**src/rtl/hilbert_curve_index_top_defines.svh**
```systemverilog
// ----------------------------------------------------------------------------
// hilbert_curve_index_top_defines
// Assertion macros shared by the Hilbert index RTL.
// ----------------------------------------------------------------------------
`ifndef HILBERT_CURVE_INDEX_TOP_DEFINES_SVH
`define HILBERT_CURVE_INDEX_TOP_DEFINES_SVH

// Check a consequence in the same cycle as its cause, outside reset.
`define HCI_ASSERT_SAME(label, clk, rst, ante, cons, msg) \
  label: assert property (@(posedge clk) disable iff (rst) (ante) |-> (cons)) \
    else $error(msg);

// Check a consequence in the cycle after its cause, outside reset.
`define HCI_ASSERT_NEXT(label, clk, rst, ante, cons, msg) \
  label: assert property (@(posedge clk) disable iff (rst) (ante) |=> (cons)) \
    else $error(msg);

// Check what must hold in the cycle after reset is applied.
`define HCI_ASSERT_AFTER_RESET(label, clk, rst, cons, msg) \
  label: assert property (@(posedge clk) (rst) |=> (cons)) \
    else $error(msg);

`endif

```
**src/rtl/hci_pkg.sv**
```systemverilog
// ----------------------------------------------------------------------------
// hci_pkg
// Shared constants of the Hilbert index pipeline.
// ----------------------------------------------------------------------------
`timescale 1ns / 1ps

package hci_pkg;

  // width of the coordinate ports
  localparam int INPUT_BITS       = 32;
  // width of the index port
  localparam int INDEX_BITS       = 64;
  // bit levels resolved in one pipeline stage
  localparam int LEVELS_PER_STAGE = 4;

endpackage

```
**src/rtl/hci_level_stage.sv**
```systemverilog
// ----------------------------------------------------------------------------
// hci_level_stage
// One pipeline stage that resolves a group of bit levels, top level first.
// ----------------------------------------------------------------------------
`timescale 1ns / 1ps

module hci_level_stage #(
  parameter int COORD_BITS  = 32,
  parameter int FIRST_LEVEL = 31
) (
  input  logic                  clk,
  input  logic                  rst,
  input  logic                  up_valid,
  output logic                  up_ready,
  input  logic [COORD_BITS-1:0] x_in,
  input  logic [COORD_BITS-1:0] y_in,
  input  logic [COORD_BITS-1:0] act_in,
  output logic                  dn_valid,
  input  logic                  dn_ready,
  output logic [COORD_BITS-1:0] x_out,
  output logic [COORD_BITS-1:0] y_out,
  output logic [COORD_BITS-1:0] act_out
);

  localparam int LPS = hci_pkg::LEVELS_PER_STAGE;

  logic [COORD_BITS-1:0] xs [LPS+1];
  logic [COORD_BITS-1:0] ys [LPS+1];
  logic                  vld;
  logic [COORD_BITS-1:0] xr;
  logic [COORD_BITS-1:0] yr;
  logic [COORD_BITS-1:0] actr;

  assign xs[0] = x_in;
  assign ys[0] = y_in;

  for (genvar k = 0; k < LPS; k++) begin : g_lvl
    localparam int LVL = FIRST_LEVEL - k;
    if (LVL >= 1) begin : g_on
      localparam logic [COORD_BITS-1:0] LOW =
        COORD_BITS'((64'(1) << LVL) - 64'(1));
      logic [COORD_BITS-1:0] xa;
      logic [COORD_BITS-1:0] t;
      always_comb begin
        // x first: invert low bits of x where x holds the level bit
        xa = (act_in[LVL] && xs[k][LVL]) ? (xs[k] ^ LOW) : xs[k];
        t  = (xa ^ ys[k]) & LOW;
        if (!act_in[LVL]) begin
          xs[k+1] = xs[k];
          ys[k+1] = ys[k];
        end else if (ys[k][LVL]) begin
          xs[k+1] = xa ^ LOW;
          ys[k+1] = ys[k];
        end else begin
          // exchange low bits of x and y
          xs[k+1] = xa ^ t;
          ys[k+1] = ys[k] ^ t;
        end
      end
    end else begin : g_off
      assign xs[k+1] = xs[k];
      assign ys[k+1] = ys[k];
    end
  end

  assign up_ready = !vld || dn_ready;

  always_ff @(posedge clk) begin
    if (rst) begin
      vld <= 1'b0;
    end else if (up_ready) begin
      vld <= up_valid;
    end
  end

  always_ff @(posedge clk) begin
    if (up_ready && up_valid) begin
      xr   <= xs[LPS];
      yr   <= ys[LPS];
      actr <= act_in;
    end
  end

  assign dn_valid = vld;
  assign x_out    = xr;
  assign y_out    = yr;
  assign act_out  = actr;

endmodule

```
**src/rtl/hci_finish_stage.sv**
```systemverilog
// ----------------------------------------------------------------------------
// hci_finish_stage
// Gray-codes the pair, applies the undo mask and interleaves the bits.
// ----------------------------------------------------------------------------
`timescale 1ns / 1ps

module hci_finish_stage #(
  parameter int COORD_BITS = 32
) (
  input  logic                           clk,
  input  logic                           rst,
  input  logic                           up_valid,
  output logic                           up_ready,
  input  logic [COORD_BITS-1:0]          x_in,
  input  logic [COORD_BITS-1:0]          y_in,
  output logic                           out_valid,
  input  logic                           out_stall,
  output logic [hci_pkg::INDEX_BITS-1:0] curve_index
);

  logic [COORD_BITS-1:0]          g;
  logic [COORD_BITS-1:0]          undo;
  logic [COORD_BITS-1:0]          xf;
  logic [COORD_BITS-1:0]          yf;
  logic [hci_pkg::INDEX_BITS-1:0] idx_next;
  logic                           vld;
  logic [hci_pkg::INDEX_BITS-1:0] idx;

  always_comb begin
    g = y_in ^ x_in;
    // undo bit j is the parity of the Gray-coded y bits above j
    for (int j = 0; j < COORD_BITS; j++) begin
      undo[j] = ^(g >> (j + 1));
    end
    xf = x_in ^ undo;
    yf = g ^ undo;
    idx_next = '0;
    for (int j = 0; j < COORD_BITS; j++) begin
      idx_next[2*j+1] = xf[j];
      idx_next[2*j]   = yf[j];
    end
  end

  assign up_ready = !vld || !out_stall;

  always_ff @(posedge clk) begin
    if (rst) begin
      vld <= 1'b0;
    end else if (up_ready) begin
      vld <= up_valid;
    end
  end

  always_ff @(posedge clk) begin
    if (up_ready && up_valid) begin
      idx <= idx_next;
    end
  end

  assign out_valid   = vld;
  assign curve_index = idx;

endmodule

```
**src/rtl/hilbert_curve_index_top.sv**
```systemverilog
// ----------------------------------------------------------------------------
// hilbert_curve_index_top
// Two-dimensional Hilbert curve index of an unsigned point, fully pipelined.
// ----------------------------------------------------------------------------
// Usage:
//   Input channel: in_valid / in_stall with coord_x and coord_y. A request
//   is taken at a rising edge with in_valid high and in_stall low. Bits of
//   the coordinates at or above COORD_BITS are ignored.
//   Output channel: out_valid / out_stall with curve_index, right-aligned
//   in 2*(b+1) bits, where b is the top set bit of the larger coordinate.
//   Throughput: one request per cycle, sustained while out_stall is low.
//   Stages: NUM_STAGES + 2 register stages, where
//   NUM_STAGES = ceil((COORD_BITS-1)/4) level stages: one input stage that
//   finds the active levels, one stage per four bit levels of the
//   swap/invert chain, and one Gray/undo/interleave stage. A request passes
//   through them in that order, and out_valid rises once the finish stage
//   holds its index.
//   Reset clears every stage valid bit; no request is in flight after it.
//   Out stall: each stage holds while the next is full and stalled; empty
//   stages still fill, so bubbles close up and nothing is lost or repeated.
//   in_stall follows the pipeline's back pressure in the same cycle.
// ----------------------------------------------------------------------------
`timescale 1ns / 1ps
`include "hilbert_curve_index_top_defines.svh"

module hilbert_curve_index_top #(
  parameter int COORD_BITS = 32
) (
  input  logic                            clk,
  input  logic                            rst,
  input  logic                            in_valid,
  output logic                            in_stall,
  input  logic [hci_pkg::INPUT_BITS-1:0]  coord_x,
  input  logic [hci_pkg::INPUT_BITS-1:0]  coord_y,
  output logic                            out_valid,
  input  logic                            out_stall,
  output logic [hci_pkg::INDEX_BITS-1:0]  curve_index
);

  localparam int LPS        = hci_pkg::LEVELS_PER_STAGE;
  localparam int NUM_STAGES = (COORD_BITS - 1 + LPS - 1) / LPS;

  // input stage
  logic [COORD_BITS-1:0] xm;
  logic [COORD_BITS-1:0] ym;
  logic [COORD_BITS-1:0] act_next;
  logic                  s0_valid;
  logic                  s0_ready;

  // chain between stages: index 0 is the input stage; the ready entry past
  // the last level stage is the finish stage's
  logic                  lv_valid [NUM_STAGES+1];
  logic                  lv_ready [NUM_STAGES+2];
  logic [COORD_BITS-1:0] lv_x     [NUM_STAGES+1];
  logic [COORD_BITS-1:0] lv_y     [NUM_STAGES+1];
  logic [COORD_BITS-1:0] lv_act   [NUM_STAGES+1];

  // Back pressure into the last level stage comes from the finish stage.
  logic fin_ready;

  assign xm = coord_x[COORD_BITS-1:0];
  assign ym = coord_y[COORD_BITS-1:0];

  // Level L takes part only when some coordinate has a bit at or above L,
  // i.e. when L does not exceed the top set bit b.
  always_comb begin
    for (int l = 0; l < COORD_BITS; l++) begin
      act_next[l] = |((xm | ym) >> l);
    end
  end

  assign s0_ready = !s0_valid || lv_ready[1];
  assign in_stall = !s0_ready;

  always_ff @(posedge clk) begin
    if (rst) begin
      s0_valid <= 1'b0;
    end else if (s0_ready) begin
      s0_valid <= in_valid;
    end
  end

  // Payload needs no reset: advance it only on an accepted request.
  always_ff @(posedge clk) begin
    if (s0_ready && in_valid) begin
      lv_x[0]   <= xm;
      lv_y[0]   <= ym;
      lv_act[0] <= act_next;
    end
  end

  assign lv_valid[0] = s0_valid;
  assign lv_ready[0] = s0_ready;

  // The last level stage listens to the finish stage; every other stage
  // listens to the one after it.
  assign lv_ready[NUM_STAGES+1] = fin_ready;

  // Swap/invert chain, top level first, four levels per stage.
  for (genvar s = 0; s < NUM_STAGES; s++) begin : g_stage
    hci_level_stage #(
      .COORD_BITS  (COORD_BITS),
      .FIRST_LEVEL (COORD_BITS - 1 - s * LPS)
    ) u_level (
      .clk      (clk),
      .rst      (rst),
      .up_valid (lv_valid[s]),
      .up_ready (lv_ready[s+1]),
      .x_in     (lv_x[s]),
      .y_in     (lv_y[s]),
      .act_in   (lv_act[s]),
      .dn_valid (lv_valid[s+1]),
      .dn_ready (lv_ready[s+2]),
      .x_out    (lv_x[s+1]),
      .y_out    (lv_y[s+1]),
      .act_out  (lv_act[s+1])
    );
  end

  hci_finish_stage #(
    .COORD_BITS (COORD_BITS)
  ) u_finish (
    .clk         (clk),
    .rst         (rst),
    .up_valid    (lv_valid[NUM_STAGES]),
    .up_ready    (fin_ready),
    .x_in        (lv_x[NUM_STAGES]),
    .y_in        (lv_y[NUM_STAGES]),
    .out_valid   (out_valid),
    .out_stall   (out_stall),
    .curve_index (curve_index)
  );

  // Drop the level-active bits past the last level stage.
  logic unused_last_act;
  assign unused_last_act = ^lv_act[NUM_STAGES];

  // ---------------------------------------------------------------------------
  // Assertions
  // ---------------------------------------------------------------------------
  `HCI_ASSERT_AFTER_RESET(a_reset_empty, clk, rst,
    !s0_valid && !out_valid, "pipeline not empty after reset")
  `HCI_ASSERT_SAME(a_empty_takes, clk, rst,
    !s0_valid, !in_stall, "input stalled while input stage empty")
  `HCI_ASSERT_NEXT(a_finish_loads, clk, rst,
    lv_valid[NUM_STAGES] && fin_ready, out_valid, "finish stage dropped a request")
  `HCI_ASSERT_SAME(a_index_width, clk, rst,
    out_valid, (curve_index >> (2 * COORD_BITS)) == '0, "index wider than 2*COORD_BITS")

endmodule

```
**config.mk**
```make
export PLATFORM = sky130hd
export DESIGN_NAME = hilbert_curve_index_top
export DESIGN_NICKNAME = d
export VERILOG_FILES = /design/src/rtl/hci_pkg.sv /design/src/rtl/hci_level_stage.sv /design/src/rtl/hci_finish_stage.sv /design/src/rtl/hilbert_curve_index_top.sv
export VERILOG_INCLUDE_DIRS = /design/src /design/src/rtl
export SDC_FILE = /design/constraint.sdc
export NUM_CORES = 2
export LEC_CHECK = 0
export BUFFER_PORTS_ARGS = -buffer_cell sky130_fd_sc_hd__buf_2
export CORE_ASPECT_RATIO = 1.5
export CORE_MARGIN = 2
export CORE_UTILIZATION = 60
export CTS_BUF_LIST = sky130_fd_sc_hd__clkbuf_4
export CTS_CLUSTER_SIZE = 10
export DETAILED_ROUTE_END_ITERATION = 10
export GPL_ROUTABILITY_DRIVEN = 1
export PLACE_DENSITY_LB_ADDON = 0.3
export REMOVE_ABC_BUFFERS = 1
export SLEW_MARGIN = 5
export SYNTH_ARGS = -nofsm -noshare
export SYNTH_HDL_FRONTEND = slang
export SYNTH_SLANG_ARGS = --single-unit
export TNS_END_PERCENT = 20
```
**constraint.sdc**
```tcl
create_clock -name clk -period 18.65 [get_ports clk]
set_clock_uncertainty 0.2 [all_clocks]
set_input_delay 5.595 -clock clk [delete_from_list [all_inputs] [get_ports clk]]
set_output_delay 5.595 -clock clk [all_outputs]
set_load 0.05 [all_outputs]
```
* Word-level counts from Yosys, hierarchy flattened
Index checks and enable logic that the tools add are counted.
** Storage, ports and cells
- Register bits :: 794
- Latch bits :: 0
- Bits in writable memories :: 0
- Memory bits (read-only) :: 0
- Input bits :: 68
- Output and inout port bits :: 66
- Word-level logic and storage cells :: 476
- Memories kept :: 0
** Cells by class
- Add/subtract/negate cells :: 0
- $mul :: 0
- Div/mod/pow operators :: 0
- $lt $le $gt $ge :: 0
- Equal/unequal tests :: 0
- Shift-type cells :: 0
- Mux-type cells :: 155
- Bitwise operators :: 159
- Reduce and logical (&&, ||, !) cells :: 125
** Operator list (number)
- 32-bit 2-to-1 mux :: 124
- 32-bit XOR reduction :: 31
- 32-bit by 31-bit bitwise XOR with 32-bit output :: 4
- 32-bit by 1-bit bitwise XOR with 32-bit output :: 2
- 32-bit by 10-bit bitwise XOR with 32-bit output :: 2
- 32-bit by 11-bit bitwise XOR with 32-bit output :: 2
- 32-bit by 12-bit bitwise XOR with 32-bit output :: 2
- 32-bit by 13-bit bitwise XOR with 32-bit output :: 2
- 32-bit by 14-bit bitwise XOR with 32-bit output :: 2
- 32-bit by 15-bit bitwise XOR with 32-bit output :: 2
- 32-bit by 16-bit bitwise XOR with 32-bit output :: 2
- 32-bit by 17-bit bitwise XOR with 32-bit output :: 2
- 32-bit by 18-bit bitwise XOR with 32-bit output :: 2
- 32-bit by 19-bit bitwise XOR with 32-bit output :: 2
- 32-bit by 2-bit bitwise XOR with 32-bit output :: 2
- 32-bit by 20-bit bitwise XOR with 32-bit output :: 2
- 32-bit by 21-bit bitwise XOR with 32-bit output :: 2
- 32-bit by 22-bit bitwise XOR with 32-bit output :: 2
- 32-bit by 23-bit bitwise XOR with 32-bit output :: 2
- 32-bit by 24-bit bitwise XOR with 32-bit output :: 2
- 32-bit by 25-bit bitwise XOR with 32-bit output :: 2
- 32-bit by 26-bit bitwise XOR with 32-bit output :: 2
- 32-bit by 27-bit bitwise XOR with 32-bit output :: 2
- 32-bit by 28-bit bitwise XOR with 32-bit output :: 2
- 138 further kinds :: 238

* Logic depth before layout (Yosys ltp)
- Depth in word-level cells :: 24
- Mapped depth :: 14
- Mapped depth without buffers :: 12

* Cells and area by module
A second synthesis with hierarchy kept.
** Unflattened totals
- Cells, all modules :: 4614
- Area, all modules :: 54712.5 µm²
** By module, submodules not included
- hci_level_stage at g_stage[0].u_level :: times used 1, cells each 889, area an instance 8385.5 µm², seq. area each 2902.8 µm²
- hci_level_stage at g_stage[1].u_level :: times used 1, cells each 789, area an instance 7744.9 µm², seq. area each 2902.8 µm²
- hci_level_stage at g_stage[2].u_level :: times used 1, cells each 689, area an instance 7043.0 µm², seq. area each 2902.8 µm²
- hci_level_stage at g_stage[3].u_level :: times used 1, cells each 573, area an instance 6251.0 µm², seq. area each 2902.8 µm²
- hci_level_stage at g_stage[4].u_level :: times used 1, cells each 473, area an instance 5660.4 µm², seq. area each 2902.8 µm²
- hci_level_stage at g_stage[5].u_level :: times used 1, cells each 380, area an instance 5146.2 µm², seq. area each 2902.8 µm²
- hci_level_stage at g_stage[6].u_level :: times used 1, cells each 283, area an instance 4289.1 µm², seq. area each 2902.8 µm²
- hci_finish_stage :: times used 1, cells each 210, area an instance 3530.9 µm², seq. area each 1941.9 µm²
- hilbert_curve_index_top :: times used 1, cells each 174, area an instance 3343.2 µm², seq. area each 2902.8 µm²
- hci_level_stage at g_stage[7].u_level :: times used 1, cells each 154, area an instance 3318.2 µm², seq. area each 2902.8 µm²

* Least setup slack after synthesis
Ideal clock, no wire load.
- Path type :: input to register
- From :: input port out_stall
- To :: register, netlist name g_stage[0].u_level.act_out[10]
- Setup time :: 680 ps
- Arrival time :: 12873 ps
- Required time :: 17770 ps
- Setup slack :: 4897 ps
- Stages on the path :: 7
- Buffers on the path :: 1
- Cells stage by stage :: nand3_1 -> nor2_1 -> and3_1 -> clkbuf_1 -> nand3_1 -> nor2_1 -> a21boi_0
** On the way
- Word-level cells in the longest chain between the ends :: 11
** RTL lines
- start, declared :: RTL line hilbert_curve_index_top.sv:36 : input logic out_stall,
- 1-bit zero test :: RTL line hci_finish_stage.sv:44 : assign up_ready = !vld || !out_stall;
- 1-bit logical OR :: RTL line hci_finish_stage.sv:44
- 1-bit logical OR (8 in series) :: RTL line hci_level_stage.sv:66 : assign up_ready = !vld || dn_ready;
- 1-bit logical AND :: RTL line hci_level_stage.sv:77 : if (up_ready && up_valid) begin
Every way passes these cells.
A chain may end at the register's enable or synchronous reset.

* Worst setup path after layout
- From :: input port out_stall
- To :: output port in_stall
** On the way
- Word-level cells in the longest chain between the ends :: 12
** RTL lines
- 1-bit zero test :: RTL line hci_finish_stage.sv:44
- 1-bit logical OR :: RTL line hci_finish_stage.sv:44
- 1-bit logical OR (8 in series) :: RTL line hci_level_stage.sv:66
- 1-bit logical OR :: RTL line hilbert_curve_index_top.sv:72 : assign s0_ready = !s0_valid || lv_ready[1];
- 1-bit zero test :: RTL line hilbert_curve_index_top.sv:73 : assign in_stall = !s0_ready;
- end, declared :: RTL line hilbert_curve_index_top.sv:32 : output logic in_stall,
Every way passes these cells.

==> flow_summary.yaml <==
placed_design:
  dp_hpwl_mm: 65.52
  dpl_cell_area_um2: 46930
  numPortBuffers: 133
  globalplace.congestion: 0.8776
synth:
  synth-edff-count: 776
  async_reset_ff_frac: 0
  synth_common_cells: "edfxtp_1, xnor2_1, nand2_1"
  yosys_warnings: 0
  yosysTopAreaCell: "edfxtp_1"
  syn_avg_cell_area_um2: 11.18
  syn_inst: 4073
  synth.area.top_cells: "edfxtp_1, xnor2_1, mux2i_1"
  syn_area_um2: 45520
  synth_top_area_frac: 0.5119
  ys.flop_type: "edfxtp_1"
  synth_seq_cells: 786
  yosysMostFrequentCell: "edfxtp_1"
  ys_seq_area_frac: 0.5163
  synth_cell_types: 77
floorplanning:
  io_pins: 134
  core_area_um2: 75100
  die_h_um: 341.3
  die-area_um2: 78130
  fp-row-count: 123
  initial_core_util: 0.6061
  die_width_um: 228.9
cts:
  insertion_delay_ns: 1.03
  cts.repair.resized: 0
  cts_tree: "yes"
  cts_buffers: 179
  cts-root-buf: "clkbuf_4"
  clkTransAtPathRegs_ns: 0.07
  cts_setup_buffers: 0
  cts_max_level: 4
  cts_buffer_depth: 3
  cts_num_sinks: 786
  ctsHoldBuffers: 0
sta:
  worst_pin_slew_ns: 1.241
  rsz0062_at_grt: "no"
  max_freq_mhz: 72.65
  setup_viol: 0
  final_max_slew_viol_count: 0
  max_slew_margin: 0.1709
  tns_ns: 0
  fin_crit_sh: 0.7381
  hold_viol: 0
  fin_crit_ns: 13.77
status:
  status: "finished clean"
setup_path:
  worst_setup_path_start_kind: "input port"
  cp.buffers_inverters: 3
  crit_family: "simple AND/OR/NAND/NOR gates"
  path_class: "input port to output port"
  cpPeakStageDelay_ns: 0.49
  cp.arrival_ns: 7.97
  cpMostUsedCell: "nand3_1"
  end_kind: "output port"
  crit_path_cell_trace: "buf_2, nand3_1, nor2_1, and3_1, nand3_1, nor2_1, nand3_1, inv_1, buf_2"
  crit_required_ns: 12.85
  slowest_stage: "and3_1"
  worst-path-max-fanout: 6
drt:
  route.met2.wl_mm: 51.50
  vias_per_cell: 5.822
  wl_per_cell_um: 16.84
  topRoutingLayerUsed: "met4"
  met3_length_mm: 2.838
  dr.pass1.iters: 8
  postRouteAntennaNets: 0
  drtIter0Drc: 1298
  drc: 0
  met1_length_mm: 31.86
  routed_wl_mm: 88.73
  dr_total_vias: 30670
final_layout:
  drive_gt1_frac: 0.1428
  nets: 4201
  final_util: 0.6556
  syn2layout_area_growth_pct: 8.164
  final_area_um2: 49240
pwr:
  leakage_nw: 17.25
  ir_worst_vdd_mv: 0.07277
  power_density_nw_per_um2: 85.35
hold_path:
  hp-class: "flop to flop"
job:
  maxCapViolCount: 0
global_routing:
  grt_first_pass_wirelength_mm: 147.1
  grt_max_degree: 98
  grt_pass1_vias: 30900
  grtUsageTotal: 0.2277
  antenna_found_initial: 2
  overflow: 0
[cell families after synthesis]
family | after synthesis | share of synthesized area
compound gates | 1136 | 0.1732
simple gates | 843 | 0.08700
flops | 786 | 0.5163
xor+xnor | 621 | 0.1231
buf+inv | 382 | 0.03177
mux | 305 | 0.06861
[flip-flops by register name, indices dropped and copies added (netlist names)]
signal and flops:
g_stage.u_level.act_out 105, g_stage.u_level.dn_valid 8, g_stage.u_level.x_out 256, g_stage.u_level.y_out 256, lv_act 31, lv_x 32, lv_y 32, s0_valid 1
u_finish.curve_index 64, u_finish.out_valid 1
[through the flow]
step	hold slack (ns)	worst slack [ns]	total power, W	instances
6_report	0.1490	4.885	0.004202	5268
5_1_grt	0.1346	4.692	0.004432	5268
4_1_cts	0.1320	4.877	0.004247	5266
3_5_place_dp	0.2045	4.883	0.002898	4952
3_3_place_gp	0.2003	4.947	0.002870	4952
2_1_floorplan	0.2003	4.973	0.002741	3753
[area by class of cell]
class	instances	area [um2]
antenna	2	5.005
clock buffer	240	1802
clock inverter	74	495.5
timing repair buffer	199	1161
inverter	62	232.7
tap	1000	1251
fill	5753	25870
sequential	786	23500
multi-input combinational	2905	20790
[placed cells by master, fill, tap and decap left out, types with 11 or more instances in the layout]
master / n
a22oi_1: 49
o2bb2ai_1: 175
nor4_1: 51
clkbuf_4: 240
mux2_2: 56
xor2_1: 194
o221ai_1: 25
or3_1: 11
or2_2: 11
and3_1: 13
nand3_1: 39
edfxtp_1: 776
clkinv_1: 38
nand2_1: 317
a211o_1: 33
nand2b_1: 28
nor3_1: 16
a21oi_1: 233
nor2_1: 222
o211ai_1: 31
inv_1: 60
o22a_1: 25
xnor2_1: 416
nor2b_1: 60
buf_4: 66
buf_2: 133
o22ai_1: 30
clkinv_2: 20
a211oi_1: 32
a221o_1: 121
a31oi_1: 13
o21ai_0: 278
or3b_2: 16
mux2i_1: 249
[report_power, final]
part | leakage, nW | switching, W | internal (W)
clock | 1.36 | 0.000666 | 0.000667
combinational | 8.66 | 0.000471 | 0.000350
sequential | 7.23 | 0.0000332 | 0.00202
[worst paths after layout]
path	start	end	slack, ns	depth (start not counted)
worst max-delay path	out_stall	in_stall	4.88	9
worst min-delay path	g_stage[2].u_level.act_out[9]$_DFFE_PP_	g_stage[3].u_level.act_out[9]$_DFFE_PP_	0.15	0
worst min register to register	g_stage[2].u_level.act_out[9]$_DFFE_PP_	g_stage[3].u_level.act_out[9]$_DFFE_PP_	0.15	0
worst max register to register	g_stage[1].u_level.x_out[23]$_DFFE_PP_	g_stage[2].u_level.y_out[16]$_DFFE_PP_	13.03	11
[per-layer routing]
metal / global-route usage / vias to the layer above
met1: 0.2171 / 14360
met2: 0.4615 / 599
met4: 0.1059 / 0
li1: - / 15520
met3: 0.04167 / 195
met5: 0 / -
Note: power is estimated with default switching activity, not from simulation.
